--- src/rtl/core/kefq_pkg.sv ---
`timescale 1ns / 1ps
// ----------------------------------------------------------------------------
// kefq_pkg
// Shared types and codes for the keypad event qualifier with key FIFO.
// ----------------------------------------------------------------------------
package kefq_pkg;

	localparam logic [1:0] OP_POLL     = 2'd0;
	localparam logic [1:0] OP_POLL_IRQ = 2'd1;
	localparam logic [1:0] OP_POP      = 2'd2;
	localparam logic [1:0] OP_CLEAR    = 2'd3;

	localparam logic CFG_DEBOUNCE = 1'b0;
	localparam logic CFG_RELEASE  = 1'b1;

	localparam logic [15:0] DEBOUNCE_RESET = 16'd50;
	localparam logic [15:0] RELEASE_RESET  = 16'd200;

	typedef struct packed {
		logic [1:0]  opcode;
		logic [31:0] now_ms;
		logic [2:0]  scanned_key;
	} in_item_t;

	typedef struct packed {
		logic        key_accepted;
		logic        overflow_cleared;
		logic        pop_valid;
		logic [2:0]  popped_key;
		logic [4:0]  queued_count;
		logic [2:0]  held_key;
		logic [31:0] press_total;
	} out_item_t;

	typedef enum logic [1:0] {
		ST_IDLE,
		ST_EXEC,
		ST_WB
	} ctl_state_t;

	typedef struct packed {
		logic load_in;
		logic exec;
		logic load_out;
	} dp_cmd_t;

endpackage

--- src/rtl/core/kefq_ctrl.sv ---
`timescale 1ns / 1ps
// ----------------------------------------------------------------------------
// kefq_ctrl
// Sequencer: takes a transaction, runs the execute step, then hands the
// result to the output register when that register is free.
// ----------------------------------------------------------------------------
module kefq_ctrl (
	input  logic               clk,
	input  logic               arst_n,
	input  logic               in_valid,
	output logic               in_ready,
	output logic               out_valid,
	input  logic               out_ready,
	output kefq_pkg::dp_cmd_t  cmd
);

	kefq_pkg::ctl_state_t state_q, state_d;
	logic                 out_valid_q;
	logic                 out_free;

	assign out_free = !out_valid_q || out_ready;

	always_comb begin
		state_d = state_q;
		unique case (state_q)
			kefq_pkg::ST_IDLE: begin
				if (in_valid) state_d = kefq_pkg::ST_EXEC;
			end
			kefq_pkg::ST_EXEC: begin
				state_d = kefq_pkg::ST_WB;
			end
			kefq_pkg::ST_WB: begin
				if (out_free) state_d = kefq_pkg::ST_IDLE;
			end
			default: begin
				state_d = kefq_pkg::ST_IDLE;
			end
		endcase
	end

	always_comb begin
		in_ready     = (state_q == kefq_pkg::ST_IDLE);
		cmd.load_in  = (state_q == kefq_pkg::ST_IDLE) && in_valid;
		cmd.exec     = (state_q == kefq_pkg::ST_EXEC);
		cmd.load_out = (state_q == kefq_pkg::ST_WB) && out_free;
	end

	always_ff @(posedge clk or negedge arst_n) begin
		if (!arst_n) begin
			state_q     <= kefq_pkg::ST_IDLE;
			out_valid_q <= 1'b0;
		end else begin
			state_q <= state_d;
			if (cmd.load_out) out_valid_q <= 1'b1;
			else if (out_ready) out_valid_q <= 1'b0;
		end
	end

	assign out_valid = out_valid_q;

endmodule

--- src/rtl/core/kefq_datapath.sv ---
`timescale 1ns / 1ps
// ----------------------------------------------------------------------------
// kefq_datapath
// Debounce and release timers, press counter, key FIFO memory and the
// result registers.
// ----------------------------------------------------------------------------
module kefq_datapath #(
	parameter int FIFO_DEPTH = 16
) (
	input  logic                clk,
	input  logic                arst_n,
	input  kefq_pkg::dp_cmd_t   cmd,
	input  kefq_pkg::in_item_t  in_data,
	output kefq_pkg::out_item_t out_data,
	input  logic                cfg_we,
	input  logic                cfg_index,
	input  logic [15:0]         cfg_wdata
);

	localparam int PTR_W = (FIFO_DEPTH > 1) ? $clog2(FIFO_DEPTH) : 1;
	localparam int CNT_W = $clog2(FIFO_DEPTH + 1);
	localparam logic [PTR_W-1:0] PTR_LAST = PTR_W'(FIFO_DEPTH - 1);
	localparam logic [CNT_W-1:0] CNT_FULL = CNT_W'(FIFO_DEPTH);

	kefq_pkg::in_item_t  item_q;
	kefq_pkg::out_item_t out_q;

	logic [15:0] debounce_q, release_q;
	logic [31:0] last_scan_q, press_q, total_q;
	logic [2:0]  held_q;
	logic [PTR_W-1:0] rptr_q, wptr_q;
	logic [CNT_W-1:0] fill_q;

	logic [2:0] mem [FIFO_DEPTH];
	logic [2:0] rdata_q;

	// results captured at execute, popped key joins from the memory read
	logic        acc_s1, empt_s1, pval_s1;
	logic [4:0]  cnt_s1;
	logic [2:0]  held_s1;
	logic [31:0] total_s1;

	logic [31:0] scan_diff, press_diff;
	logic        scan_ok, rel_exp, accept, full, pop_ok;
	logic [PTR_W-1:0] waddr, rptr_d, wptr_d;
	logic [CNT_W-1:0] fill_d;
	logic [2:0]  held_d;

	function automatic logic [PTR_W-1:0] ptr_inc(input logic [PTR_W-1:0] p);
		ptr_inc = (p == PTR_LAST) ? '0 : p + 1'b1;
	endfunction

	always_comb begin
		scan_diff  = item_q.now_ms - last_scan_q;
		press_diff = item_q.now_ms - press_q;
		scan_ok    = (item_q.opcode == kefq_pkg::OP_POLL_IRQ) &&
			(scan_diff >= {16'd0, debounce_q});
		rel_exp    = press_diff > {16'd0, release_q};
		accept     = scan_ok && (item_q.scanned_key != 3'd0) &&
			((item_q.scanned_key != held_q) || rel_exp);
		full       = (fill_q == CNT_FULL);
		pop_ok     = (item_q.opcode == kefq_pkg::OP_POP) && (fill_q != '0);
		waddr      = full ? '0 : wptr_q;

		rptr_d = rptr_q;
		wptr_d = wptr_q;
		fill_d = fill_q;
		held_d = held_q;
		unique case (item_q.opcode)
			kefq_pkg::OP_POLL, kefq_pkg::OP_POLL_IRQ: begin
				if (accept) begin
					held_d = item_q.scanned_key;
					wptr_d = ptr_inc(waddr);
					if (full) begin
						rptr_d = '0;
						fill_d = CNT_W'(1);
					end else begin
						fill_d = fill_q + 1'b1;
					end
				end else if (held_q != 3'd0 && rel_exp) begin
					held_d = 3'd0;
				end
			end
			kefq_pkg::OP_POP: begin
				if (pop_ok) begin
					rptr_d = ptr_inc(rptr_q);
					fill_d = fill_q - 1'b1;
				end
			end
			kefq_pkg::OP_CLEAR: begin
				rptr_d = '0;
				wptr_d = '0;
				fill_d = '0;
			end
			default: begin
			end
		endcase
	end

	always_ff @(posedge clk or negedge arst_n) begin
		if (!arst_n) begin
			debounce_q  <= kefq_pkg::DEBOUNCE_RESET;
			release_q   <= kefq_pkg::RELEASE_RESET;
			last_scan_q <= '0;
			press_q     <= '0;
			total_q     <= '0;
			held_q      <= '0;
			rptr_q      <= '0;
			wptr_q      <= '0;
			fill_q      <= '0;
		end else begin
			if (cfg_we) begin
				if (cfg_index == kefq_pkg::CFG_DEBOUNCE) debounce_q <= cfg_wdata;
				else release_q <= cfg_wdata;
			end
			if (cmd.exec) begin
				if (scan_ok) last_scan_q <= item_q.now_ms;
				if (accept) begin
					press_q <= item_q.now_ms;
					total_q <= total_q + 32'd1;
				end
				held_q <= held_d;
				rptr_q <= rptr_d;
				wptr_q <= wptr_d;
				fill_q <= fill_d;
			end
		end
	end

	always_ff @(posedge clk) begin
		if (cmd.load_in) item_q <= in_data;
		if (cmd.exec) begin
			if (accept) mem[waddr] <= item_q.scanned_key;
			rdata_q  <= mem[rptr_q];
			acc_s1   <= accept;
			empt_s1  <= accept && full;
			pval_s1  <= pop_ok;
			cnt_s1   <= 5'(fill_d);
			held_s1  <= held_d;
			total_s1 <= accept ? total_q + 32'd1 : total_q;
		end
		if (cmd.load_out) begin
			out_q.key_accepted     <= acc_s1;
			out_q.overflow_cleared <= empt_s1;
			out_q.pop_valid        <= pval_s1;
			out_q.popped_key       <= pval_s1 ? rdata_q : 3'd0;
			out_q.queued_count     <= cnt_s1;
			out_q.held_key         <= held_s1;
			out_q.press_total      <= total_s1;
		end
	end

	assign out_data = out_q;

endmodule

--- src/rtl/core/keypad_event_qualifier_fifo_top.sv ---
`timescale 1ns / 1ps
// ----------------------------------------------------------------------------
// keypad_event_qualifier_fifo_top
// Qualifies keypad polls against debounce and release timers and queues
// accepted keys in a ring FIFO with pop and clear commands.
// ----------------------------------------------------------------------------
// Flow: an input transaction is captured, then executed with FIFO memory
//   access, then handed off to the output register.
// Sequencing: a new transaction is taken only once the sequencer has stepped
//   capture -> execute -> result hand-off; a pending result waits in the
//   output register while the next transaction is taken.
// Reset: asynchronous, active low; timers, counter, FIFO pointers and count
//   clear, registers load debounce 50 and release 200. FIFO memory is not
//   cleared.
module keypad_event_qualifier_fifo_top #(
	parameter int FIFO_DEPTH = 16
) (
	input  logic                clk,
	input  logic                arst_n,
	input  logic                in_valid,
	output logic                in_ready,
	input  kefq_pkg::in_item_t  in_data,
	output logic                out_valid,
	input  logic                out_ready,
	output kefq_pkg::out_item_t out_data,
	input  logic                cfg_we,
	input  logic                cfg_index,
	input  logic [15:0]         cfg_wdata
);

	kefq_pkg::dp_cmd_t cmd;

	kefq_ctrl u_ctrl (
		.clk       (clk),
		.arst_n    (arst_n),
		.in_valid  (in_valid),
		.in_ready  (in_ready),
		.out_valid (out_valid),
		.out_ready (out_ready),
		.cmd       (cmd)
	);

	kefq_datapath #(
		.FIFO_DEPTH (FIFO_DEPTH)
	) u_datapath (
		.clk       (clk),
		.arst_n    (arst_n),
		.cmd       (cmd),
		.in_data   (in_data),
		.out_data  (out_data),
		.cfg_we    (cfg_we),
		.cfg_index (cfg_index),
		.cfg_wdata (cfg_wdata)
	);

	a_accept_exec : assert property (@(posedge clk) disable iff (!arst_n)
		(in_valid && in_ready) |=> cmd.exec)
		else $error("execute did not follow an accepted transaction");

	a_exec_busy : assert property (@(posedge clk) disable iff (!arst_n)
		cmd.exec |=> !in_ready)
		else $error("input ready during result hand-off");

	a_accept_pop_excl : assert property (@(posedge clk) disable iff (!arst_n)
		out_valid |-> !(out_data.key_accepted && out_data.pop_valid))
		else $error("result flags both a push and a pop");

	a_overflow_push : assert property (@(posedge clk) disable iff (!arst_n)
		(out_valid && out_data.overflow_cleared) |-> out_data.key_accepted)
		else $error("overflow clear without an accepted key");

endmodule
--- config.mk ---
export PLATFORM = sky130hd
export DESIGN_NAME = keypad_event_qualifier_fifo_top
export DESIGN_NICKNAME = d
export VERILOG_FILES = /design/src/rtl/core/kefq_pkg.sv /design/src/rtl/core/kefq_ctrl.sv /design/src/rtl/core/kefq_datapath.sv /design/src/rtl/core/keypad_event_qualifier_fifo_top.sv
export SDC_FILE = /design/constraint.sdc
export NUM_CORES = 1
export LEC_CHECK = 0
export ABC_AREA = 1
export BUFFER_PORTS_ARGS = -buffer_cell sky130_fd_sc_hd__buf_2
export CORE_ASPECT_RATIO = 0.5
export CORE_MARGIN = 10
export CORE_UTILIZATION = 36
export DETAILED_ROUTE_END_ITERATION = 16
export PLACE_DENSITY = 0.54
export SYNTH_ARGS = -nofsm -noshare
export SYNTH_HDL_FRONTEND = slang
export SYNTH_HIERARCHICAL = 1
export SYNTH_SLANG_ARGS = --single-unit
--- constraint.sdc ---
create_clock -name clk -period 9.15 [get_ports clk]
set_clock_uncertainty 0.1 [all_clocks]
set_input_delay 1.83 -clock clk [delete_from_list [all_inputs] [get_ports clk]]
set_output_delay 1.83 -clock clk [all_outputs]
set_load 0.005 [all_outputs]
==> results.json, run 1 <==
{
  "ys_async_sr_fraction_pct": 45.4,
  "synth_xor_area_share_pct": 2.95,
  "worst-path-buf-inv": 3,
  "via_per_inst": 4.71,
  "worstPathMaxFanout": 67,
  "ys.warnings.count": 6,
  "drt_iter0_markers": 920,
  "min_to": "u_datapath/out_data[5]",
  "cts_tree": "done",
  "r2r_end": "u_datapath/mem[0][0]",
  "required_ns": 9.26,
  "die_area_mm2": 0.0629,
  "final_cell_mix": "nand2_1, inv_1, nor2_1, edfxtp_1, dfrtp_1",
  "slowest_stage": "buf_4",
  "rr_worst_depth": 27,
  "status": "finished clean",
  "cp_slowest_stage_delay_ns": 0.51,
  "grt_pass1_vias": 14500,
  "cts-resized-gates": 0,
  "cp_top_family": "simple AND/OR/NAND/NOR gates",
  "synthCells": 2371,
  "min_from": "u_datapath/total_s1[5]",
  "fmax_mhz": 200,
  "worst_ir_drop_vdd_mv": 0.121,
  "synth_compound_area_share_pct": 8.77,
  "synth-seq-area-share_pct": 47.4,
  "yosysUniqueCellTypes": 54,
  "syn_area_per_cell_um2": 8.01,
  "cp.arrival_ns": 5.11,
  "synthSimpleGateAreaFrac_pct": 24.7,
  "synth-main-ff-cell": "edfxtp_1",
  "ys_ff_latch": 324,
  "wirelength_mm": 48.9,
  "cellLeakagePower_nw": 10.2,
  "routedWlPerCell_um": 15.3,
  "core_area_mm2": 0.0520,
  "port_buffers": 106,
  "grt_overflow": 0,
  "cp-end-kind": "register",
  "antenna_left": 0,
  "grt_pass1_wl_mm": 77.1,
  "dpl.hpwl_mm": 37.5,
  "vias": 15100,
  "p_clk_share_pct": 22.1,
  "diodes": 0,
  "internal-power_mw": 3.86,
  "final_common_cell": "nand2_1",
  "antenna_found_initial": 0,
  "syn_nets": 2534,
  "fin_crit_ns": 5.00,
  "synth_top_family_by_area": "simple AND/OR/NAND/NOR gates",
  "h-tree-depth": 2,
  "die_h_um": 182,
  "numCtsBuffers": 34,
  "relSlewSlack_pct": 32.6,
  "clock-sinks": 324,
  "fillerInstances": 5253,
  "synthAdderAreaFrac_pct": 6.93,
  "muxShareOfSynthArea_pct": 0,
  "maxCapViolations": 0,
  "pwr-share-comb_pct": 47.0,
  "critPathLaunchType": "register",
  "hold_violations": 0,
  "crit_type": "register to register",
  "gp_congestion": 0.918,
  "reg2reg_slack_ns": 4.15,
  "first_pass_iters": 6,
  "multi_input_area_mm2": 0.00825,
  "initial_utilization_pct": 36.5,
  "cts_hold_buf": 0,
  "p_sw_mw": 2.84,
  "clkTransAtPathRegs_ns": 0.06,
  "clkLatencyLatePin_ns": 0.54,
  "slew_viol_final": 0,
  "whs_ns": 0.303,
  "die_w_um": 345,
  "nets": 2637,
  "setup_tns_ns": 0,
  "regArea_mm2": 0.00900,
  "power_frac_seq_pct": 30.8,
  "rows": 59,
  "synth_edf_count": 177,
  "power.density_mw_per_mm2": 313,
  "synth_area_mm2": 0.0190,
  "drive_gt1_share_pct": 9.32,
  "area_growth_pct": 12.8,
  "period_share_pct": 54.6,
  "grt_usage_pct": 15.2,
  "hold_class": "register to register",
  "min_path_cells": 0,
  "io_pins": 107,
  "swShare_pct": 42.4,
  "cts_root_buf": "clkbuf_16",
  "postCtsSetupBuffers": 0,
  "crit_path_frequent_cell": "nand2_1",
  "cts.path.max_buffers": 3,
  "drc": 0,
  "worstMarginPinSlew_ns": 1.01,
  "rsz0062_at_grt": "false",
  "setup_viol": 0,
  "r2r_start": "u_datapath/item_q[3]",
  "grt_max_degree": 94
}
==> worst max path at each step <==
stage	from	to	slack, ns	depth (start not counted)
floorplan	in_valid	u_datapath/item_q[0]	4.01	1
detailed placement	u_datapath/item_q[3]	u_datapath/mem[0][2]	4.13	27
global placement	u_datapath/item_q[3]	u_datapath/mem[0][0]	4.19	27
CTS	u_datapath/item_q[3]	u_datapath/mem[0][2]	4.11	27
global route	u_datapath/item_q[3]	u_datapath/mem[2][1]	3.59	27
finish	u_datapath/item_q[3]	u_datapath/mem[0][0]	4.15	27
==> flip-flops by register name, summed over array words and instances (netlist names), 5 cells and up <==
| name | cells |
|---|---|
| u_datapath/mem | 48 |
| u_datapath/out_data | 46 |
| u_datapath/item_q | 37 |
| u_datapath/last_scan_q | 32 |
| u_datapath/press_q | 32 |
| u_datapath/total_q | 32 |
| u_datapath/total_s1 | 32 |
| u_datapath/debounce_q | 16 |
| u_datapath/release_q | 16 |
| u_datapath/cnt_s1 | 5 |
| u_datapath/fill_q | 5 |
==> cells in the mapped netlist, types with 23 or more instances <==
master,instances,area share [%]
inv_1,393,7.8
xor2_1,58,2.7
o21ai_1,46,1.2
ha_1,102,6.7
o21ai_0,112,3.0
o21ai_2,23,1.1
edfxtp_1,177,28
dfrtp_1,141,19
clkbuf_1,25,0.49
nand2_1,708,14
nor2_1,227,4.5
nor3_1,31,0.82
nand3_1,93,2.5
a21oi_1,91,2.4
==> area by class of cell <==
class                   instances  share of cell area (%)
clock inverters                18                    1.16
clock buffers                  44                    4.44
inverters                     400                    7.02
repair buffers                112                    2.72
flip-flops and latches        324                    42.0
well taps                     701                    4.10
multi-input cells            1602                    38.5
==> worst register-to-register path, delay by kind of cell, from the launching register on <==
family	cells	cell delay, ns
simple gates	20	2.43
buf+inv	3	0.73
xor+xnor	1	0.16
fa+ha+maj	3	0.89
flops	1	0.36
==> layer usage <==
layer	vias up	part of all wire [%]	routed length, um	track usage [%]
li1	7789	-	-	-
met1	6992	48	23400	20.6
met2	234	46	22600	25.2
met3	65	4.0	1930	2.24
met4	0	2.1	1030	3.90
met5	-	0	0	0
==> metrics by stage <==
step / utilization (%) / instance area [um2] / setup slack (ns) / total power [mW] / std cells
3_3_place_gp: 38.8 / 20200 / 4.19 / 5.23 / 3139
2_1_floorplan: - / 19000 / 4.01 / 4.39 / 2371
4_1_cts: 41.1 / 21400 / 4.11 / 6.77 / 3201
5_1_grt: 41.1 / 21400 / 3.59 / 7.32 / 3201
6_report: 41.1 / 21400 / 4.15 / 6.70 / 3201
3_5_place_dp: 38.8 / 20200 / 4.13 / 5.24 / 3139
==> power groups by stage <==
stage	logic [mW]	clock network (mW)	registers, mW
floorplan	2.37	0	2.02
global placement	3.14	0	2.09
detailed placement	3.15	0	2.10
CTS	3.17	1.53	2.07
global route	3.62	1.60	2.10
finish	3.15	1.48	2.07
==> logic make-up (layout without fill, tap and decap cells) <==
group | after synthesis | in the layout
AND/OR/NAND/NOR | 1133 | 1133
buffers and inverters | 445 | 574
flip-flops | 324 | 324
AO/OA/AOI/OAI | 302 | 302
adder cells (fa/ha/maj) | 104 | 104
XOR/XNOR | 63 | 63
Power figures use the tool's default switching activity.
==> run 2: changes to the inputs <==
==> constraint.sdc (replaced) <==
create_clock -name clk -period 4.6 [get_ports clk]
set_clock_uncertainty 0.1 [all_clocks]
set_input_delay 0.92 -clock clk [delete_from_list [all_inputs] [get_ports clk]]
set_output_delay 0.92 -clock clk [all_outputs]
set_load 0.005 [all_outputs]
==> results.json, run 2 (synthesis gave the netlist of run 1 again) <==
{
  "hold_violations": 0,
  "r2r_start": "u_datapath/item_q[4]",
  "crit_type": "register to register",
  "cts_hold_buf": 0,
  "fin_crit_ns": 4.31,
  "first_pass_iters": 5,
  "worstMarginPinSlew_ns": 0.937,
  "routedWlPerCell_um": 15.5,
  "grt_pass1_vias": 14900,
  "cp.arrival_ns": 4.44,
  "area_growth_pct": 14.4,
  "clock-sinks": 324,
  "wirelength_mm": 49.9,
  "io_pins": 107,
  "power_frac_seq_pct": 30.7,
  "dpl.hpwl_mm": 38.0,
  "p_sw_mw": 5.72,
  "gp_congestion": 0.906,
  "whs_ns": 0.316,
  "regMostFlops": "u_datapath/mem",
  "r2r_end": "u_datapath/mem[1][0]",
  "worstPathMaxFanout": 10,
  "drive_gt1_share_pct": 10.8,
  "largest_reg_flops": 48,
  "rr_worst_depth": 24,
  "nets": 2653,
  "grt_overflow": 0,
  "worst_ir_drop_vdd_mv": 0.267,
  "reg2reg_slack_ns": 0.29,
  "diodes": 0,
  "hold_class": "primary input to async pin",
  "die_h_um": 182,
  "antenna_left": 0,
  "h-tree-depth": 2,
  "initial_utilization_pct": 36.5,
  "core_area_mm2": 0.0520,
  "place_area_mm2": 0.0203,
  "relSlewSlack_pct": 37.4,
  "critPathLaunchType": "register",
  "drc": 0,
  "grt_usage_pct": 15.5,
  "setup.worst_path.start": "u_datapath/item_q[4]",
  "port_buffers": 106,
  "cts_root_buf": "clkbuf_16",
  "antenna_found_initial": 0,
  "internal-power_mw": 7.65,
  "via_per_inst": 4.71,
  "final_common_cell": "nand2_1",
  "numCtsBuffers": 35,
  "cp-end-kind": "register",
  "status": "finished clean",
  "period_share_pct": 93.6,
  "pwr-share-comb_pct": 47.5,
  "stdcell_area_mm2": 0.0217,
  "final_cell_mix": "nand2_1, inv_1, nor2_1, edfxtp_1, dfrtp_1",
  "cellLeakagePower_nw": 10.3,
  "die_area_mm2": 0.0629,
  "required_ns": 4.73,
  "maxCapViolations": 0,
  "power.density_mw_per_mm2": 616,
  "die_w_um": 345,
  "vias": 15100,
  "clkLatencyLatePin_ns": 0.54,
  "slew_viol_final": 0,
  "p_clk_share_pct": 21.8,
  "drt_iter0_markers": 941,
  "swShare_pct": 42.8,
  "grt_pass1_wl_mm": 79.1,
  "rows": 59,
  "stdcell_count": 3218,
  "fmax_mhz": 232,
  "dp_cells": 3146,
  "clkTransAtPathRegs_ns": 0.07,
  "cts_tree": "done",
  "setup_viol": 0,
  "grt_max_degree": 77,
  "crit_end": "u_datapath/mem[1][0]",
  "cts.path.max_buffers": 3
}
-- run 2: cell count changes in the layout (fill, tap and decap cells not counted), moves of 2 or more --
| cell | change |
|---|---|
| nand2_1 | -4 |
| nor2_2 | +5 |
| buf_12 | +4 |
| nor2_4 | +12 |
| nor2_1 | -17 |
| clkinv_1 | +3 |
| buf_4 | +7 |
| clkinvlp_4 | +2 |
| buf_6 | +3 |
| ha_1 | -2 |
| nand2_4 | +4 |
-- run 2: cell type report --
type / instances / area (um2)
clock buffers: 43 / 937
inverters: 400 / 1510
flip-flops and latches: 324 / 9000
well taps: 701 / 877
clock inverters: 21 / 229
multi-input cells: 1602 / 8400
fillers: 5331 / 30300
repair buffers: 127 / 773
-- run 2: timing repair --
| action | CTS | global route |
|---|---|---|
| gates resized for setup | 0 | 44 |
| setup endpoints to repair | 0 | 125 |
| buffers inserted | 0 | 6 |
| hold endpoints to repair | 0 | 0 |
-- run 2: how the worst min path moves through the flow --
stage / slack (ns) / end / start / cells after the start
after global routing: 0.33 / u_datapath/out_data[12] / u_datapath/total_s1[12] / 0
after global placement: 0.30 / u_datapath/out_data[34] / u_datapath/held_s1[2] / 0
final: 0.32 / u_datapath/last_scan_q[4] / arst_n / 1
after CTS: 0.31 / u_datapath/out_data[33] / u_datapath/held_s1[1] / 0
after detailed placement: 0.31 / u_datapath/out_data[35] / u_datapath/cnt_s1[0] / 0
after floorplan: 0.30 / u_datapath/out_data[0] / u_datapath/total_s1[0] / 0
-- run 2: per-stage QoR --
step	total power [mW]	utilization [%]	setup TNS (ns)	setup WS, ns
5_1_grt	14.6	41.7	-0.00515	-0.00208
2_1_floorplan	8.73	-	0	0.372
4_1_cts	13.4	41.3	0	0.171
3_3_place_gp	10.4	39.0	0	0.221
3_5_place_dp	10.4	39.0	0	0.203
6_report	13.4	41.7	0	0.293
-- run 2: worst max-delay path, cell delays in order, from the launching register on --
cell and delay [ns]:
edfxtp_1 0.52, buf_4 0.21, fa_2 0.41, nand3_1 0.10, nand3_2 0.11, nand2_1 0.08
nand2_1 0.11, nand3_1 0.11, nand2_2 0.10, xor2_1 0.17, ha_1 0.30, nand4_1 0.14
a21oi_1 0.15, nor2_1 0.05, nand2_1 0.06, nand2_1 0.06, nand3_1 0.09, nor2_1 0.06
nand3_1 0.09, nor2_2 0.05, nand3_4 0.12, nand2_8 0.10, nor2_4 0.35, nand2_4 0.18
nor2_4 0.18
-- run 2: power by group through the flow --
stage               registers, mW  clock network [mW]  logic, mW
floorplan                    4.02                   0       4.71
global placement             4.15                   0       6.24
detailed placement           4.16                   0       6.28
CTS                          4.11                2.99       6.31
global route                 4.18                3.12       7.33
finish                       4.11                2.91       6.35
-- run 2: metal layers --
metal	wire length, um	track usage (%)
met1	23800	20.9
met2	23400	26.1
met3	1940	2.28
met4	818	3.37
met5	0	0
